**config.mk**
```make
export PLATFORM = sky130hd
export DESIGN_NAME = beast_frame_deframer
export DESIGN_NICKNAME = d
export VERILOG_FILES = /design/src/rtl/bfd_pkg.sv /design/src/rtl/bfd_parse.sv /design/src/rtl/bfd_outbuf.sv /design/src/rtl/beast_frame_deframer.sv
export SDC_FILE = /design/constraint.sdc
export NUM_CORES = 1
export LEC_CHECK = 0
export BUFFER_PORTS_ARGS = -buffer_cell sky130_fd_sc_hd__buf_4
export CAP_MARGIN = 10
export CORE_MARGIN = 2
export CORE_UTILIZATION = 46
export CTS_BUF_LIST = sky130_fd_sc_hd__clkbuf_16
export CTS_CLUSTER_SIZE = 28
export DETAILED_ROUTE_END_ITERATION = 10
export PLACE_DENSITY = 0.64
export REMOVE_ABC_BUFFERS = 1
export SLEW_MARGIN = 0
export SYNTH_ARGS = -nofsm -noshare
export SYNTH_HDL_FRONTEND = slang
export SYNTH_SLANG_ARGS = --single-unit
```
**constraint.sdc**
```tcl
create_clock -name aclk -period 24 [get_ports aclk]
set_input_delay 6 -clock aclk [delete_from_list [all_inputs] [get_ports aclk]]
set_output_delay 6 -clock aclk [all_outputs]
set_load 0.02 [all_outputs]
```
**src/rtl/bfd_pkg.sv**
```systemverilog
`default_nettype none

package bfd_pkg;

    localparam int CFG_W     = 4;
    localparam int CFG_IDX_W = 2;
    localparam int HDR_BYTES = 7;

    localparam logic [CFG_IDX_W-1:0] CFG_LEN_MODE_AC = 2'd0;
    localparam logic [CFG_IDX_W-1:0] CFG_LEN_SHORT   = 2'd1;
    localparam logic [CFG_IDX_W-1:0] CFG_LEN_LONG    = 2'd2;

    localparam logic [7:0] ESC_BYTE     = 8'h1a;
    localparam logic [7:0] TYPE_MODE_AC = 8'h31;
    localparam logic [7:0] TYPE_LONG    = 8'h33;

    localparam logic [1:0] ST_FRAME    = 2'd0;
    localparam logic [1:0] ST_UNKNOWN  = 2'd1;
    localparam logic [1:0] ST_LONE_ESC = 2'd2;

    typedef struct packed {
        logic [1:0]  status;
        logic [1:0]  frame_kind;
        logic [47:0] timestamp;
        logic [7:0]  signal_level;
        logic [63:0] payload_first;
        logic [47:0] payload_rest;
    } result_t;

endpackage

`default_nettype wire

```
**src/rtl/bfd_parse.sv**
```systemverilog
`default_nettype none

module bfd_parse import bfd_pkg::*; #(
    parameter int MAX_PAYLOAD = 14
) (
    input  wire logic                 aclk,
    input  wire logic                 aresetn,
    input  wire logic                 cfg_wr_en,
    input  wire logic [CFG_IDX_W-1:0] cfg_index,
    input  wire logic [CFG_W-1:0]     cfg_wdata,
    input  wire logic                 in_fire,
    input  wire logic [7:0]           in_byte,
    output logic                      res_valid,
    output result_t                   res
);

    localparam int CNT_W = $clog2(HDR_BYTES + MAX_PAYLOAD + 1);

    localparam logic [1:0] PH_HUNT = 2'd0;
    localparam logic [1:0] PH_TYPE = 2'd1;
    localparam logic [1:0] PH_BODY = 2'd2;

    logic [CFG_W-1:0] len_mode_ac_reg, len_short_reg, len_long_reg;

    logic [1:0]       phase_reg, phase_next;
    logic             esc_reg, esc_next;
    logic [CNT_W-1:0] count_reg, count_next;
    logic [1:0]       kind_reg, kind_next;
    logic [47:0]      time_reg, time_next;
    logic [7:0]       signal_reg, signal_next;
    logic [MAX_PAYLOAD-1:0][7:0] pl_reg, pl_next;

    logic [CFG_W-1:0] len_raw;
    logic [CNT_W-1:0] len_sat;
    logic             known_type;
    logic             do_start;
    logic             do_take;
    logic [63:0]      first_w;
    logic [47:0]      rest_w;

    always_ff @(posedge aclk) begin
        if (!aresetn) begin
            len_mode_ac_reg <= CFG_W'(2);
            len_short_reg   <= CFG_W'(7);
            len_long_reg    <= CFG_W'(14);
        end else if (cfg_wr_en) begin
            case (cfg_index)
                CFG_LEN_MODE_AC: len_mode_ac_reg <= cfg_wdata;
                CFG_LEN_SHORT:   len_short_reg   <= cfg_wdata;
                CFG_LEN_LONG:    len_long_reg    <= cfg_wdata;
                default: ;
            endcase
        end
    end

    always_comb begin
        case (kind_reg)
            2'd0:    len_raw = len_mode_ac_reg;
            2'd1:    len_raw = len_short_reg;
            default: len_raw = len_long_reg;
        endcase
        if (32'(len_raw) > MAX_PAYLOAD) begin
            len_sat = CNT_W'(MAX_PAYLOAD);
        end else begin
            len_sat = CNT_W'(len_raw);
        end
    end

    assign known_type = (in_byte >= TYPE_MODE_AC) && (in_byte <= TYPE_LONG);

    always_comb begin
        phase_next  = phase_reg;
        esc_next    = esc_reg;
        count_next  = count_reg;
        kind_next   = kind_reg;
        time_next   = time_reg;
        signal_next = signal_reg;
        pl_next     = pl_reg;
        do_start    = 1'b0;
        do_take     = 1'b0;
        res_valid   = 1'b0;
        res         = '0;
        first_w     = '0;
        rest_w      = '0;

        if (in_fire) begin
            case (phase_reg)
                PH_HUNT: begin
                    if (in_byte == ESC_BYTE) begin
                        phase_next = PH_TYPE;
                    end
                end
                PH_TYPE: begin
                    if (known_type) begin
                        do_start = 1'b1;
                    end else begin
                        phase_next = PH_HUNT;
                        res_valid  = 1'b1;
                        res.status = ST_UNKNOWN;
                    end
                end
                PH_BODY: begin
                    if (esc_reg) begin
                        esc_next = 1'b0;
                        if (in_byte != ESC_BYTE) begin
                            res_valid  = 1'b1;
                            res.status = ST_LONE_ESC;
                            if (known_type) begin
                                do_start = 1'b1;
                            end else begin
                                phase_next = PH_HUNT;
                            end
                        end else begin
                            do_take = 1'b1;
                        end
                    end else if (in_byte == ESC_BYTE) begin
                        esc_next = 1'b1;
                    end else begin
                        do_take = 1'b1;
                    end
                end
                default: begin
                    phase_next = PH_HUNT;
                end
            endcase
        end

        if (do_start) begin
            kind_next   = 2'(in_byte - TYPE_MODE_AC);
            count_next  = '0;
            esc_next    = 1'b0;
            time_next   = '0;
            signal_next = '0;
            pl_next     = '0;
            phase_next  = PH_BODY;
        end

        if (do_take) begin
            if (count_reg < CNT_W'(6)) begin
                time_next = {time_reg[39:0], in_byte};
            end else if (count_reg == CNT_W'(6)) begin
                signal_next = in_byte;
            end
            for (int i = 0; i < MAX_PAYLOAD; i++) begin
                if (count_reg == CNT_W'(HDR_BYTES + i)) begin
                    pl_next[i] = in_byte;
                end
            end
            // payload packing, byte 0 at the top of the first word
            for (int i = 0; i < 8 && i < MAX_PAYLOAD; i++) begin
                first_w[63-8*i -: 8] = pl_next[i];
            end
            for (int i = 8; i < MAX_PAYLOAD; i++) begin
                rest_w[47-8*(i-8) -: 8] = pl_next[i];
            end
            count_next = count_reg + CNT_W'(1);
            if (count_next >= CNT_W'(HDR_BYTES) + len_sat) begin
                phase_next        = PH_HUNT;
                res_valid         = 1'b1;
                res.status        = ST_FRAME;
                res.frame_kind    = kind_reg;
                res.timestamp     = time_next;
                res.signal_level  = signal_next;
                res.payload_first = first_w;
                res.payload_rest  = rest_w;
            end
        end
    end

    always_ff @(posedge aclk) begin
        if (!aresetn) begin
            phase_reg  <= PH_HUNT;
            esc_reg    <= 1'b0;
            count_reg  <= '0;
            kind_reg   <= '0;
            time_reg   <= '0;
            signal_reg <= '0;
            pl_reg     <= '0;
        end else begin
            phase_reg  <= phase_next;
            esc_reg    <= esc_next;
            count_reg  <= count_next;
            kind_reg   <= kind_next;
            time_reg   <= time_next;
            signal_reg <= signal_next;
            pl_reg     <= pl_next;
        end
    end

`ifndef SYNTHESIS
    a_count_bound: assert property (@(posedge aclk) disable iff (!aresetn)
        (phase_reg == PH_BODY) |-> (count_reg < CNT_W'(HDR_BYTES + MAX_PAYLOAD)))
        else $error("body count past the longest frame");
    a_esc_in_body: assert property (@(posedge aclk) disable iff (!aresetn)
        esc_reg |-> (phase_reg == PH_BODY))
        else $error("escape pending outside a frame body");
    a_err_zero: assert property (@(posedge aclk) disable iff (!aresetn)
        (res_valid && (res.status != ST_FRAME)) |->
        (res.frame_kind == 2'd0 && res.timestamp == 48'd0 && res.signal_level == 8'd0
         && res.payload_first == 64'd0 && res.payload_rest == 48'd0))
        else $error("error item carries frame fields");
`endif

endmodule

`default_nettype wire

```
**src/rtl/bfd_outbuf.sv**
```systemverilog
`default_nettype none

module bfd_outbuf import bfd_pkg::*; (
    input  wire logic    aclk,
    input  wire logic    aresetn,
    input  wire logic    in_valid,
    input  wire result_t in_res,
    output logic         in_ready,
    output logic         out_valid,
    output result_t      out_res,
    input  wire logic    out_ready
);

    logic    out_valid_reg, out_valid_next;
    logic    skid_valid_reg, skid_valid_next;
    result_t out_res_reg, out_res_next;
    result_t skid_res_reg, skid_res_next;

    assign in_ready  = !skid_valid_reg;
    assign out_valid = out_valid_reg;
    assign out_res   = out_res_reg;

    always_comb begin
        out_valid_next  = out_valid_reg;
        skid_valid_next = skid_valid_reg;
        out_res_next    = out_res_reg;
        skid_res_next   = skid_res_reg;
        if (!out_valid_reg || out_ready) begin
            if (skid_valid_reg) begin
                out_valid_next  = 1'b1;
                out_res_next    = skid_res_reg;
                skid_valid_next = 1'b0;
            end else begin
                out_valid_next = in_valid;
                out_res_next   = in_res;
            end
        end else if (in_valid) begin
            skid_valid_next = 1'b1;
            skid_res_next   = in_res;
        end
    end

    always_ff @(posedge aclk) begin
        if (!aresetn) begin
            out_valid_reg  <= 1'b0;
            skid_valid_reg <= 1'b0;
        end else begin
            out_valid_reg  <= out_valid_next;
            skid_valid_reg <= skid_valid_next;
        end
        out_res_reg  <= out_res_next;
        skid_res_reg <= skid_res_next;
    end

`ifndef SYNTHESIS
    a_skid_behind_out: assert property (@(posedge aclk) disable iff (!aresetn)
        skid_valid_reg |-> out_valid_reg)
        else $error("skid holds an item while the output is empty");
    a_no_overrun: assert property (@(posedge aclk) disable iff (!aresetn)
        skid_valid_reg |-> !in_valid)
        else $error("item arrived with the skid full");
    a_stall_to_skid: assert property (@(posedge aclk) disable iff (!aresetn)
        (out_valid_reg && !out_ready && in_valid) |=> skid_valid_reg)
        else $error("item lost on a stalled output");
`endif

endmodule

`default_nettype wire

```
**src/rtl/beast_frame_deframer.sv**
```systemverilog
`default_nettype none

// Beast binary stream deframer: takes one raw byte per item on s_ and gives
// one item on m_ per completed frame (tuser status 0), unknown type byte
// (status 1) or lone 0x1a inside a frame body (status 2). A byte is taken
// in every cycle with s_tvalid and s_tready high; the parser handles each
// byte combinationally and its item is registered in the output buffer
// before it shows on m_. A two-entry output buffer lets input continue
// while one item waits on m_tready; s_tready drops only when both entries
// are full. Payload lengths per frame kind come from the three length
// registers, saturated at MAX_PAYLOAD; write them while the stream is quiet.
module beast_frame_deframer import bfd_pkg::*; #(
    parameter int MAX_PAYLOAD = 14
) (
    input  wire logic                 aclk,
    input  wire logic                 aresetn,
    input  wire logic                 cfg_wr_en,
    input  wire logic [CFG_IDX_W-1:0] cfg_index,
    input  wire logic [CFG_W-1:0]     cfg_wdata,
    input  wire logic                 s_tvalid,
    output logic                      s_tready,
    input  wire logic [7:0]           s_tdata,   // rx_byte
    output logic                      m_tvalid,
    input  wire logic                 m_tready,
    // frame_kind, timestamp, signal_level, payload_first, payload_rest, zero pad
    output logic [175:0]              m_tdata,
    output logic [1:0]                m_tuser    // status
);

    logic    in_fire;
    logic    res_valid;
    result_t res;
    result_t out_res;

    assign in_fire = s_tvalid && s_tready;

    bfd_parse #(
        .MAX_PAYLOAD (MAX_PAYLOAD)
    ) u_parse (
        .aclk      (aclk),
        .aresetn   (aresetn),
        .cfg_wr_en (cfg_wr_en),
        .cfg_index (cfg_index),
        .cfg_wdata (cfg_wdata),
        .in_fire   (in_fire),
        .in_byte   (s_tdata),
        .res_valid (res_valid),
        .res       (res)
    );

    bfd_outbuf u_outbuf (
        .aclk      (aclk),
        .aresetn   (aresetn),
        .in_valid  (res_valid),
        .in_res    (res),
        .in_ready  (s_tready),
        .out_valid (m_tvalid),
        .out_res   (out_res),
        .out_ready (m_tready)
    );

    assign m_tuser = out_res.status;
    assign m_tdata = {6'd0, out_res.payload_rest, out_res.payload_first,
                      out_res.signal_level, out_res.timestamp, out_res.frame_kind};

endmodule

`default_nettype wire
```
# Word-level counts from Yosys, hierarchy flattened
# Cells that the tools add are included.
# W data, S select, Z words.
# totals
reg_bits,536
latchBits,0
ramBits,0
mem_bits_ro,0
wordCells,149
n_memories,0
# op_classes
n_addsub,3
mul,0
div_mod_pow,0
magnitude_cmp,5
eq_ne,22
shifts,0
mux,64
bitwise_logic,2
n_reduce_logical,16
# ops
cell,n
$mux W172,3
$mux W112,2
$mux W48,3
$mux W8,18
$eq A5 B4 Y1 const B,8
$eq A5 B5 Y1 const B,5
$mux W2,11
$mux W1,19
$eq A5 B3 Y1 const B,2
$mux W5,2
$reduce_and A2 Y1,5
$eq A8 B5 Y1 const B,1
$ge A8 B6 Y1 const B,1
$le A8 B6 Y1 const B,1
$ne A8 B5 Y1 const B,1
$pmux W4 S2,1
$eq A2 B1 Y1 const B,3
$logic_not A2 Y1,3
$pmux W2 S3,1
$add A3 B4 Y5 const A,1
$add A5 B1 Y5 const B,1
$ge A5 B5 Y1,1
$lt A5 B3 Y1 const B,1
$eq A2 B2 Y1 const B,2
other kinds (11),16

# Depth between registers and ports, before layout
# Gate-level depths: netlist (run 1).
# depth
ltp_word,13
mapped_depth,15

# Hierarchy
# A second synthesis (run 1) with hierarchy kept.
# unflattened
hier_cells,2134
area_unflattened_um2,23876.6
# modules_own_cells
mod,n_inst,cells_per_inst,area_each_um2
bfd_outbuf,1,544,12550.8
bfd_parse,1,1582,11270.8
beast_frame_deframer,1,8,55.1

# Least setup slack after synthesis (run 1)
# OpenSTA, ideal clock, no wires.
# synth_path
kind,input-to-reg
start,in m_tready
end,"reg u_outbuf.skid_res_reg[0] (netlist bit), enable pin"
setup_ns,2.292
arrival_time_ns,20.740
required_ns,21.708
path_slack_ns,0.968
path_stages,2
path_buffers,0
path_cell_list,nand2b_1 a21oi_1
# synth_via
elab_chain_len,3
# synth_rtl
item,line,source
start: declaration,beast_frame_deframer.sv:24,"input wire logic m_tready,"
$logic_or A1 B1 Y1,bfd_outbuf.sv:28,if (!out_valid_reg || out_ready) begin
$not A1 Y1 (no line),-,
$reduce_and A2 Y1 (no line),-,
end signal: assignment,bfd_outbuf.sv:52,skid_res_reg <= skid_res_next;
end: declaration,bfd_outbuf.sv:17,"result_t skid_res_reg, skid_res_next;"
# Every way passes these cells.
# A chain may end at the register's enable or synchronous reset.

# Final worst setup path (run 1)
# layout_path
start,in s_tdata[0]
end,"reg u_outbuf.skid_res_reg[138] (netlist bit), enable pin"
# layout_via
elab_chain_len,8
elab_cells_between_ends,18
# layout_rtl
item,line,source
start: declaration,beast_frame_deframer.sv:22,"input wire logic [7:0] s_tdata,"
"$ge A8 B6 Y1, or another cell as far along",bfd_parse.sv:69,assign known_type = (in_byte >= TYPE_MODE_AC) && (in_byte <= TYPE_LONG);
$logic_and A1 B1 Y1 or $mux W1 (tied branches),"bfd_parse.sv:69, bfd_parse.sv:105",
"$mux W1, on equally long branches","bfd_parse.sv:94, bfd_parse.sv:103",
$pmux W1 S2,bfd_parse.sv:87,case (phase_reg)
$mux W1,bfd_parse.sv:86,if (in_fire) begin
$mux W1,bfd_parse.sv:157,if (count_next >= CNT_W'(HDR_BYTES) + len_sat) begin
$mux W1 *,bfd_parse.sv:138,if (do_take) begin
$reduce_and A2 Y1 (no line) *,-,
# Mark *: on every way between the ends. The rest lies on a longest branch, timed or not.

==> reports/metrics.csv, run 1 <==
stage,metric,value,unit
hold_path,hold_class,register to register,
sta,hold_viol_final,0,
sta,worst_slew_pin_slew,1.260,ns
yosys,synth.top_cell.area_share,45.12,%
worst_setup_path,end_kind,register,
route,routedWlPerCell,18.71,um
global_routing,grt_pass1_wl,89.98,mm
sta,tns,0,ns
cells_and_area,fin_nets,2413,
floorplan,dieWidth,227.1,um
status,status,finished clean,
place,io_buffers,192,
cts,clk_root_buffer_cell,clkbuf_16,
floorplan,die_h,227.1,um
cells_and_area,fill_cells,4390,
yosys,synth-warning-count,0,
sta,rsz0062_at_grt,no,
cts,cts.sinks,536,
sta,fmax,89.19,MHz
sta,min_period,11.21,ns
floorplan,row_count,81,
place,place_congestion,0.8070,
worst_setup_path,worstPathArrival,11.44,ns
route,drc,0,
route,wl_met1,25.67,mm
global_routing,grt_usage,22.18,%
pwr,p_per_area,70.45,nW/um^2
worst_setup_path,cp_max_fo,94,
yosys,syn_inst,2316,
cts,clock_latency,0.62,ns
yosys,synth_seq_cells,536,
yosys,async_flop_share,0,%
cts,postCtsHoldBufs,0,
route,avgViaCountPerCell,5.640,
worst_setup_path,crit_type,primary input to register,
cts,post_cts_resized,0,
global_routing,grt_max_degree,266,
cts,clk_pin_slew,0.06,ns
place,hpwl,33.03,mm
route,route.antenna.remaining_nets,0,
yosys,synth_cell_type_count,48,
pwr,power.leakage,9.826,nW
pwr,ir_worst_vdd,52.11,uV
sta,fin_ws,12.79,ns
global_routing,gr-total-overflow,0,
cts,cts_tree,built,
cts,htree_levels,2,
sta,maxSlewHeadroom,15.99,%
sta,skew,0.02559,ns
route,highest-signal-layer,met5,
route,drtIter0Drc,1702,
route,dr_wl_met3,3.534,mm
job,cap_violations,0,
floorplan,die-area,51570,um^2
cts,numCtsBuffers,56,
sta,finalCritPeriodShare,46.72,%
yosys,synth-edff-count,344,
global_routing,grt_pass1_vias,16300,
yosys,synthFlopType,edfxtp_1,
route,firstDrtPassIters,5,
yosys,syn_area,22900,um^2
floorplan,core,49050,um^2
place,dp_slack,12.14,ns
sta,slew_violations,0,
worst_setup_path,cp_data_required_time,24.23,ns
floorplan,io_pins,199,
sta,setup_viol,0,
yosys,syn_avg_cell_area,9.886,um^2
worst_setup_path,crit_path_start_kind,primary input,
cells_and_area,antennaDiodeCount,0,
global_routing,antenna_found_initial,1,
cts,post-cts-setup-buffers,0,
yosys,yosysSeqAreaShare,61.91,%
cells_and_area,fin_cells,3086,
route,wl_met2,27.05,mm
sta,fin_hold_ws,0.4657,ns
yosys,synthTopCellsByArea,"edfxtp_1 (45%), dfxtp_1 (17%), nand2_1 (6.1%), a31oi_1 (4.7%), nand3_1 (4.0%)",
cts,clk_path_buf_depth,3,
cells_and_area,drive_gt1_share,12.68,%
route,wl,57.75,mm
place,place_inst,2980,
floorplan,initial_core_util,46.68,%
yosys,yosys.area.top_type,edfxtp_1,
route,vias,17410,
cells_and_area,syn2layout_area_growth,15.09,%
-- cells in the final DEF, fill, tap and decap left out, types with 3 or more instances in the layout --
cell type,instances
a31oi_1,172
ha_1,20
conb_1,6
buf_4,206
o21ai_0,173
inv_1,25
nor2_1,237
nand3_1,182
and3_1,116
nand3b_1,4
clkinv_2,11
nor3_1,3
bufinv_16,6
clkbuf_16,58
edfxtp_1,344
and2_1,26
mux2i_1,16
a21oi_1,179
nand2_1,368
inv_6,3
dfxtp_1,191
xor2_1,3
o31ai_1,4
nand4_1,3
nor2b_1,3
a211oi_1,3
clkinv_1,17
-- metrics by stage --
stage | power [mW] | utilization, % | cell area (um^2)
final | 1.856 | 53.72 | 26350
after global routing | 1.908 | 53.72 | 26350
after CTS | 1.872 | 53.72 | 26350
after detailed placement | 1.015 | 50.00 | 24520
after global placement | 1.015 | 50.00 | 24520
after floorplan | 0.9997 | - | 22020
-- per-layer routing --
layer,global-route usage (%),up-vias
met5,0,-
met4,7.464,2
met3,3.317,112
met2,35.73,556
met1,30.79,8372
li1,-,8364
-- area by class of cell --
cell class | instances | area, um^2 | area share (%)
Timing Repair Buffer | 208 | 1587 | 6.021
Clock buffer | 58 | 1451 | 5.508
Sequential cell | 536 | 14180 | 53.80
Clock inverter | 48 | 374.1 | 1.420
Inverter | 17 | 68.82 | 0.2612
Multi-Input combinational cell | 1555 | 7861 | 29.83
Tap cell | 664 | 830.8 | 3.153
-- where the power goes --
group / switching, mW / total [mW] / internal, mW / leakage [nW]
clock: 0.360 / 0.861 / 0.500 / 0.938
combinational: 0.0204 / 0.0255 / 0.00516 / 3.30
sequential: 0.000362 / 0.970 / 0.970 / 5.59
total: 0.381 / 1.86 / 1.48 / 9.83
-- path summary, 6_finish.rpt --
kind	to	cells past startpoint	slack, ns	startpoint
setup / recovery	u_outbuf.skid_res_reg[138]	14	12.79	s_tdata[0]
hold / removal	u_parse.pl_reg[0]	2	0.47	u_parse.pl_reg[0]
setup reg to reg	u_outbuf.skid_res_reg[138]	14	18.96	u_parse.kind_reg[0]
hold reg to reg	u_parse.pl_reg[0]	2	0.47	u_parse.pl_reg[0]
-- synthesized netlist by cell type (all sizes together) (4+ instances only) --
library cell and count:
a211oi 4, a21oi 180, a31oi 172, and2 26
and3 116, buf 47, clkbuf 166, dfxtp 192
edfxtp 344, ha 20, inv 15, mux2i 16
nand2 371, nand3 183, nand3b 4, nor2 239
nor3b 4, o21ai 175, o31ai 5
-- cells by family (layout without fill, tap and decap cells) --
logic type / Yosys count / after routing / share of synthesized area (%)
other: 1 / 6 / 0.01638
AND/OR/NAND/NOR: 965 / 965 / 18.89
flip-flops: 536 / 536 / 61.91
adder cells (fa/ha/maj): 20 / 20 / 1.093
AO/OA/AOI/OAI: 544 / 544 / 13.07
XOR/XNOR: 4 / 4 / 0.1530
multiplexers: 16 / 16 / 0.6995
buffers and inverters: 230 / 331 / 4.170
-- critical path, cell delays in order --
cell	delay, ns
buf_4	0.25
clkinv_1	0.65
ha_1	0.49
nand3b_1	0.11
or2_2	0.15
inv_1	0.06
ha_1	0.31
nand3_2	0.57
nor2_1	0.44
o31ai_4	0.11
buf_4	0.36
a21oi_4	0.22
buf_4	0.72
buf_4	0.83
Power figures use the tool's default switching activity.
==> inputs of run 2 (changes only) <==
--- a/config.mk
+++ b/config.mk
@@ -5,6 +5,7 @@
 export SDC_FILE = /design/constraint.sdc
 export NUM_CORES = 1
 export LEC_CHECK = 0
+export ABC_AREA = 1
 export BUFFER_PORTS_ARGS = -buffer_cell sky130_fd_sc_hd__buf_4
 export CAP_MARGIN = 10
 export CORE_MARGIN = 2
@@ -12,7 +13,7 @@
 export CTS_BUF_LIST = sky130_fd_sc_hd__clkbuf_16
 export CTS_CLUSTER_SIZE = 28
 export DETAILED_ROUTE_END_ITERATION = 10
-export PLACE_DENSITY = 0.64
+export PLACE_DENSITY = 0.63
 export REMOVE_ABC_BUFFERS = 1
 export SLEW_MARGIN = 0
 export SYNTH_ARGS = -nofsm -noshare
==> constraint.sdc (replaced) <==
create_clock -name aclk -period 10.1 [get_ports aclk]
set_input_delay 2.525 -clock aclk [delete_from_list [all_inputs] [get_ports aclk]]
set_output_delay 2.525 -clock aclk [all_outputs]
set_load 0.02 [all_outputs]
==> run 2 against run 1 <==
Compared with the run above: die area rose by 3.0%; synthesized cell count up 15%; clock power grew 130%; routed wire length decreased by 1.9%; global-route usage shrank 1.4 points; sequential share of layout area decreased by 1.1 points; worst hold slack got worse by 0.0024 ns; sequential cell count unchanged; critical endpoint is now u_outbuf.out_res[53]; largest power group unchanged; highest routed layer is now met4.
==> reports/metrics.csv, run 2 <==
stage,metric,value,unit
sta,worst_slew_pin_slew,1.118,ns
global_routing,grt_pass1_vias,16750,
worst_setup_path,crit_type,primary input to register,
worst_setup_path,crit_slowest_cell,buf_4,
sta,rsz0062_at_grt,no,
yosys,syn_area,23600,um^2
cts,clock_latency,0.61,ns
cts,clk_root_buffer_cell,clkbuf_16,
route,avgViaCountPerCell,5.217,
cts,post_cts_resized,0,
worst_setup_path,cp_max_fo,111,
global_routing,grt_pass1_wl,88.49,mm
worst_setup_path,path_delay_family,buffers and inverters,
route,route.antenna.remaining_nets,0,
yosys,yosys.area.top_type,edfxtp_1,
yosys,synthFlopType,edfxtp_1,
sta,fmax,166.5,MHz
sta,setup_viol,0,
global_routing,grt_usage,20.76,%
worst_setup_path,crit_chain,"buf_4, inv_1, ha_1, nand2_1, nor3_1, nand2_1, inv_1, ha_1, nand2_8, inv_4, buf_4, o21ai_0, inv_2, nand2_1, o21ai_1",
cells_and_area,register_area,14180,um^2
place,place_congestion,0.7775,
sta,min_period,6.004,ns
worst_setup_path,cp_common_cell,nand2_1,
status,status,finished clean,
job,cap_violations,0,
cts,cts_tree,built,
cts,clk_pin_slew,0.06,ns
yosys,synth_cell_type_count,35,
cts,htree_levels,2,
yosys,syn_inst,2656,
route,vias,18040,
cells_and_area,fin_nets,2769,
yosys,yosysSeqAreaShare,60.07,%
route,firstDrtPassIters,7,
floorplan,initial_core_util,46.28,%
floorplan,die_h,230.5,um
place,io_buffers,192,
sta,finalCritPeriodShare,59.45,%
cells_and_area,fin_area,26890,um^2
yosys,synth-edff-count,344,
place,place_area,25150,um^2
worst_setup_path,rrSetupSlack,4.81,ns
cts,post-cts-setup-buffers,0,
cts,clk_path_buf_depth,3,
worst_setup_path,end_kind,register,
global_routing,grt_max_degree,168,
yosys,syn_avg_cell_area,8.884,um^2
worst_setup_path,crit_path_start_kind,primary input,
sta,hold_viol_final,0,
sta,maxSlewHeadroom,25.47,%
cells_and_area,drive_gt1_share,14.22,%
cts,postCtsHoldBufs,0,
route,routedWlPerCell,16.39,um
yosys,synth_seq_cells,536,
cells_and_area,fill_cells,4607,
cells_and_area,final_util,52.74,%
worst_setup_path,worstPathArrival,6.46,ns
worst_setup_path,max_stage_delay,0.87,ns
sta,slew_violations,0,
pwr,p_per_area,163.2,nW/um^2
floorplan,dieWidth,230.5,um
global_routing,gr-total-overflow,0,
place,hpwl,31.77,mm
yosys,synthTopCellsByCount,"nand2_1 (733), edfxtp_1 (344), nor2_1 (207)",
yosys,synth_most_common_cell,nand2_1,
route,drc,0,
worst_setup_path,worst-path-buf-inv,6,
cts,cts.sinks,536,
yosys,async_flop_share,0,%
pwr,ir_worst_vdd,134.5,uV
cells_and_area,multi_input_area,7740,um^2
floorplan,core,50990,um^2
sta,skew,0.02285,ns
cts,numCtsBuffers,55,
pwr,power.leakage,11.53,nW
cells_and_area,antennaDiodeCount,0,
route,drtIter0Drc,1641,
yosys,synthTopCellsByArea,"edfxtp_1 (44%), dfxtp_1 (16%), nand2_1 (12%), a21oi_1 (4.2%), nand3_1 (3.9%)",
cells_and_area,mostFrequentLayoutCells,"nand2_1 (732), edfxtp_1 (344), nor2_1 (207)",
hold_path,hold_class,register to register,
worst_setup_path,cp_data_required_time,10.56,ns
yosys,synth.top_cell.area_share,43.78,%
cells_and_area,final_common_cell,nand2_1,
cells_and_area,syn2layout_area_growth,13.97,%
floorplan,io_pins,199,
global_routing,antenna_found_initial,0,
floorplan,row_count,83,
yosys,synth-warning-count,0,
route,wl,56.67,mm
floorplan,die-area,53120,um^2
==> run 2: worst paths after layout <==
path / startpoint / to / depth (start not counted)
worst min-delay path: u_parse.len_long_reg[2] / u_parse.len_long_reg[2] / 2
worst min register to register: u_parse.len_long_reg[2] / u_parse.len_long_reg[2] / 2
worst max-delay path: s_tdata[0] / u_outbuf.out_res[53] / 15
worst max register to register: u_parse.kind_reg[1] / u_outbuf.out_res[5] / 15
==> run 2: routing by layer <==
layer | wire [um] | vias up | track usage, %
met3 | 2774 | 102 | 2.915
met2 | 26910 | 461 | 34.27
li1 | - | 8956 | -
met5 | 0 | - | 0
met1 | 25320 | 8516 | 27.95
met4 | 1669 | 0 | 7.661
==> run 2: power breakdown <==
part	internal (mW)	switching, mW
Combinational	0.0134	0.111
Clock	1.10	0.858
Sequential	2.31	0.00125
==> run 2: tightest hold or removal path, delay by kind of cell (launching register included) <==
kind             cells  cell delay (ns)
DFF                  1             0.33
and+or+nand+nor      2             0.11
==> run 2: final cells by class <==
cell class                      instances  share of cell area [%]
Tap cell                              680                   3.164
Sequential cell                       536                   52.72
Clock buffer                           57                   5.304
Timing Repair Buffer                  203                   5.713
Clock inverter                         47                   1.177
Multi-Input combinational cell       1715                   28.78
Inverter                              219                   3.141
==> run 2: logic make-up (layout without fill, tap and decap cells) <==
family          after synthesis  in the layout  synth area share [%]
fa+ha+maj                    20             20                 1.061
buf+inv                     410            526                 7.386
compound gates              541            541                 11.90
simple gates               1145           1145                 19.45
flops                       536            536                 60.07
other cells                   1              6               0.01589
xor+xnor                      3              3                0.1114
==> run 2: metrics by stage <==
stage                     TNS [ns]  setup slack [ns]  instances  total power, mW  hold WS [ns]
after floorplan           -1136.70            -6.609       2470            2.421        0.4289
after global placement           0             3.628       3353            2.477        0.4422
after detailed placement         0             3.522       3353            2.479        0.4473
after CTS                        0             4.153       3457            4.437        0.4629
after global routing             0             3.786       3457            4.527        0.4936
final                            0             4.096       3457            4.388        0.4634
==> inputs of run 3 (changes only) <==
--- a/config.mk
+++ b/config.mk
@@ -13,7 +13,7 @@
 export CTS_BUF_LIST = sky130_fd_sc_hd__clkbuf_16
 export CTS_CLUSTER_SIZE = 28
 export DETAILED_ROUTE_END_ITERATION = 10
-export PLACE_DENSITY = 0.63
+export PLACE_DENSITY = 0.61
 export REMOVE_ABC_BUFFERS = 1
 export SLEW_MARGIN = 0
 export SYNTH_ARGS = -nofsm -noshare
==> constraint.sdc (replaced) <==
create_clock -name aclk -period 5.6 [get_ports aclk]
set_input_delay 1.4 -clock aclk [delete_from_list [all_inputs] [get_ports aclk]]
set_output_delay 1.4 -clock aclk [all_outputs]
set_load 0.02 [all_outputs]
==> run 3 against run 2 <==
Compared with the run above: sequential cell count did not move; critical path depth is the same; clock-buffer cell count shrank 1; non-clock buffer count up 8; sequential share of layout area is 0.076 points lower; final area grew 0.14%; first-iteration DRC count is 0.79% lower; core utilization rose by 0.076 points; worst hold slack gained 0.010 ns; sequential power rose by 80%; clock power is 73% higher; global-route usage increased by 0.54 points; highest routed layer unchanged.
==> reports/metrics.csv, run 3 (synthesis results as in run 2) <==
stage,metric,value,unit
worst_setup_path,end_kind,register,
pwr,clkPwrFrac,43.6,%
worst_setup_path,worst_r2r_path_depth,15,
route,drtIter0Drc,1628,
sta,finalCritPeriodShare,81.20,%
hold_path,whs_path_depth,2,
global_routing,gr-total-overflow,0,
sta,worst_slew_pin_slew,1.071,ns
pwr,p_total,7.803,mW
sta,maxSlewHeadroom,28.60,%
global_routing,grt_usage,21.31,%
sta,fmax,219.9,MHz
worst_setup_path,crit_path_start_kind,register,
floorplan,die-area,53120,um^2
pwr,ir_worst_vdd,210.6,uV
pwr,swShare,22.02,%
cts,clk_pin_slew,0.06,ns
status,status,finished clean,
cts,cts_tree,built,
cts,numCtsBuffers,55,
floorplan,row_count,83,
route,avgViaCountPerCell,5.204,
floorplan,io_pins,199,
pwr,p_seq_share,53.3,%
route,routedWlPerCell,16.55,um
cells_and_area,fin_nets,2777,
floorplan,initial_core_util,46.28,%
route,drc,0,
route,firstDrtPassIters,8,
global_routing,grt_pass1_wl,90.94,mm
sta,min_period,4.547,ns
route,vias,18030,
route,wl,57.34,mm
worst_setup_path,worstPathArrival,4.89,ns
sta,hold_viol_final,0,
cells_and_area,drive_gt1_share,13.86,%
cts,post-cts-setup-buffers,0,
worst_setup_path,crit_slowest_cell,inv_8,
pwr,pwr-share-comb,3.1,%
floorplan,die_h,230.5,um
cells_and_area,syn2layout_area_growth,14.13,%
job,cap_violations,0,
cts,clk_path_buf_depth,3,
sta,slew_violations,0,
cts,post_cts_resized,0,
worst_setup_path,cp_data_required_time,5.94,ns
sta,setup_viol,0,
cells_and_area,final_common_cell,nand2_1,
place,place_congestion,0.7840,
cells_and_area,fin_area,26930,um^2
worst_setup_path,crit_type,register to register,
cts,cts.sinks,536,
pwr,power.leakage,11.60,nW
sta,rsz0062_at_grt,no,
place,hpwl,32.10,mm
pwr,p_sw,1.718,mW
global_routing,grt_pass1_vias,17170,
cts,postCtsHoldBufs,0,
hold_path,hold_class,register to register,
cells_and_area,fill_cells,4629,
sta,skew,0.01993,ns
worst_setup_path,cp_max_fo,138,
cts,clk_root_buffer_cell,clkbuf_16,
cts,clock_latency,0.61,ns
pwr,p_per_area,289.8,nW/um^2
cts,htree_levels,2,
pwr,internal_power,6.085,mW
worst_setup_path,max_stage_delay,0.78,ns
route,route.antenna.remaining_nets,0,
global_routing,antenna_found_initial,0,
floorplan,core,50990,um^2
worst_setup_path,crit_chain,"inv_1, nand2_1, nor2_1, a221oi_1, o31ai_1, ha_1, xor2_1, ha_1, nand2_1, inv_1, o21ai_0, nand4_1, inv_8, buf_4, o21ai_1",
place,place_area,25270,um^2
cells_and_area,mostFrequentLayoutCells,"nand2_1 (732), edfxtp_1 (344), nor2_1 (207)",
cells_and_area,antennaDiodeCount,0,
place,io_buffers,192,
global_routing,grt_max_degree,160,
floorplan,dieWidth,230.5,um
run 3: cell count changes in the layout (fill, tap and decap cells not counted), sizes merged:
cell,previous run,this run
buf,203,211
inv,216,227
clkbuf,57,56
clkinvlp,6,0
clkinv,41,38
bufinv,3,2
run 3: layout make-up:
| type | instances | area, um^2 | area share, % |
|---|---|---|---|
| tap | 680 | 850.8 | 3.159 |
| timing repair buffer | 211 | 1659 | 6.161 |
| inverter | 219 | 844.6 | 3.136 |
| clock inverter | 48 | 257.7 | 0.9571 |
| multi-input combinational | 1715 | 7740 | 28.74 |
| clock buffer | 56 | 1401 | 5.203 |
| sequential | 536 | 14180 | 52.64 |
run 3: layer usage:
metal	global-route usage (%)	share of wire, %
met5	0	0
met2	35.51	47
met4	5.927	2.2
met1	28.70	45
met3	3.668	5.4
run 3: stage by stage:
step	worst slack [ns]	util [%]	cells	setup TNS, ns	hold WS [ns]
global placement	1.002	49.56	3361	0	0.4463
CTS	0.9641	52.82	3465	0	0.4730
global route	0.6506	52.82	3465	0	0.5040
finish	1.053	52.82	3465	0	0.4734
floorplan	-9.984	-	2470	-2583.47	0.4289
detailed placement	0.9580	49.56	3361	0	0.4556
run 3: path summary, 6_finish.rpt:
kind,startpoint,end,slack [ns]
min reg2reg,u_parse.len_long_reg[2],u_parse.len_long_reg[2],0.47
min,u_parse.len_long_reg[2],u_parse.len_long_reg[2],0.47
max,u_parse.kind_reg[1],u_outbuf.out_res[112],1.05
max reg2reg,u_parse.kind_reg[1],u_outbuf.out_res[112],1.05
run 3: critical path: cells and delay by family (launching register included):
kind | cells | cell delay, ns
flops | 1 | 0.39
fa+ha+maj | 2 | 0.61
simple gates | 4 | 0.73
xor+xnor | 1 | 0.17
buf+inv | 4 | 1.40
compound gates | 4 | 0.96
run 3: power by group through the flow:
stage	registers (mW)	logic (mW)	clock network [mW]
2_1_floorplan	4.24	0.123	0
3_3_place_gp	4.25	0.241	0
3_5_place_dp	4.25	0.244	0
4_1_cts	4.16	0.244	3.49
5_1_grt	4.16	0.264	3.65
6_report	4.16	0.241	3.40
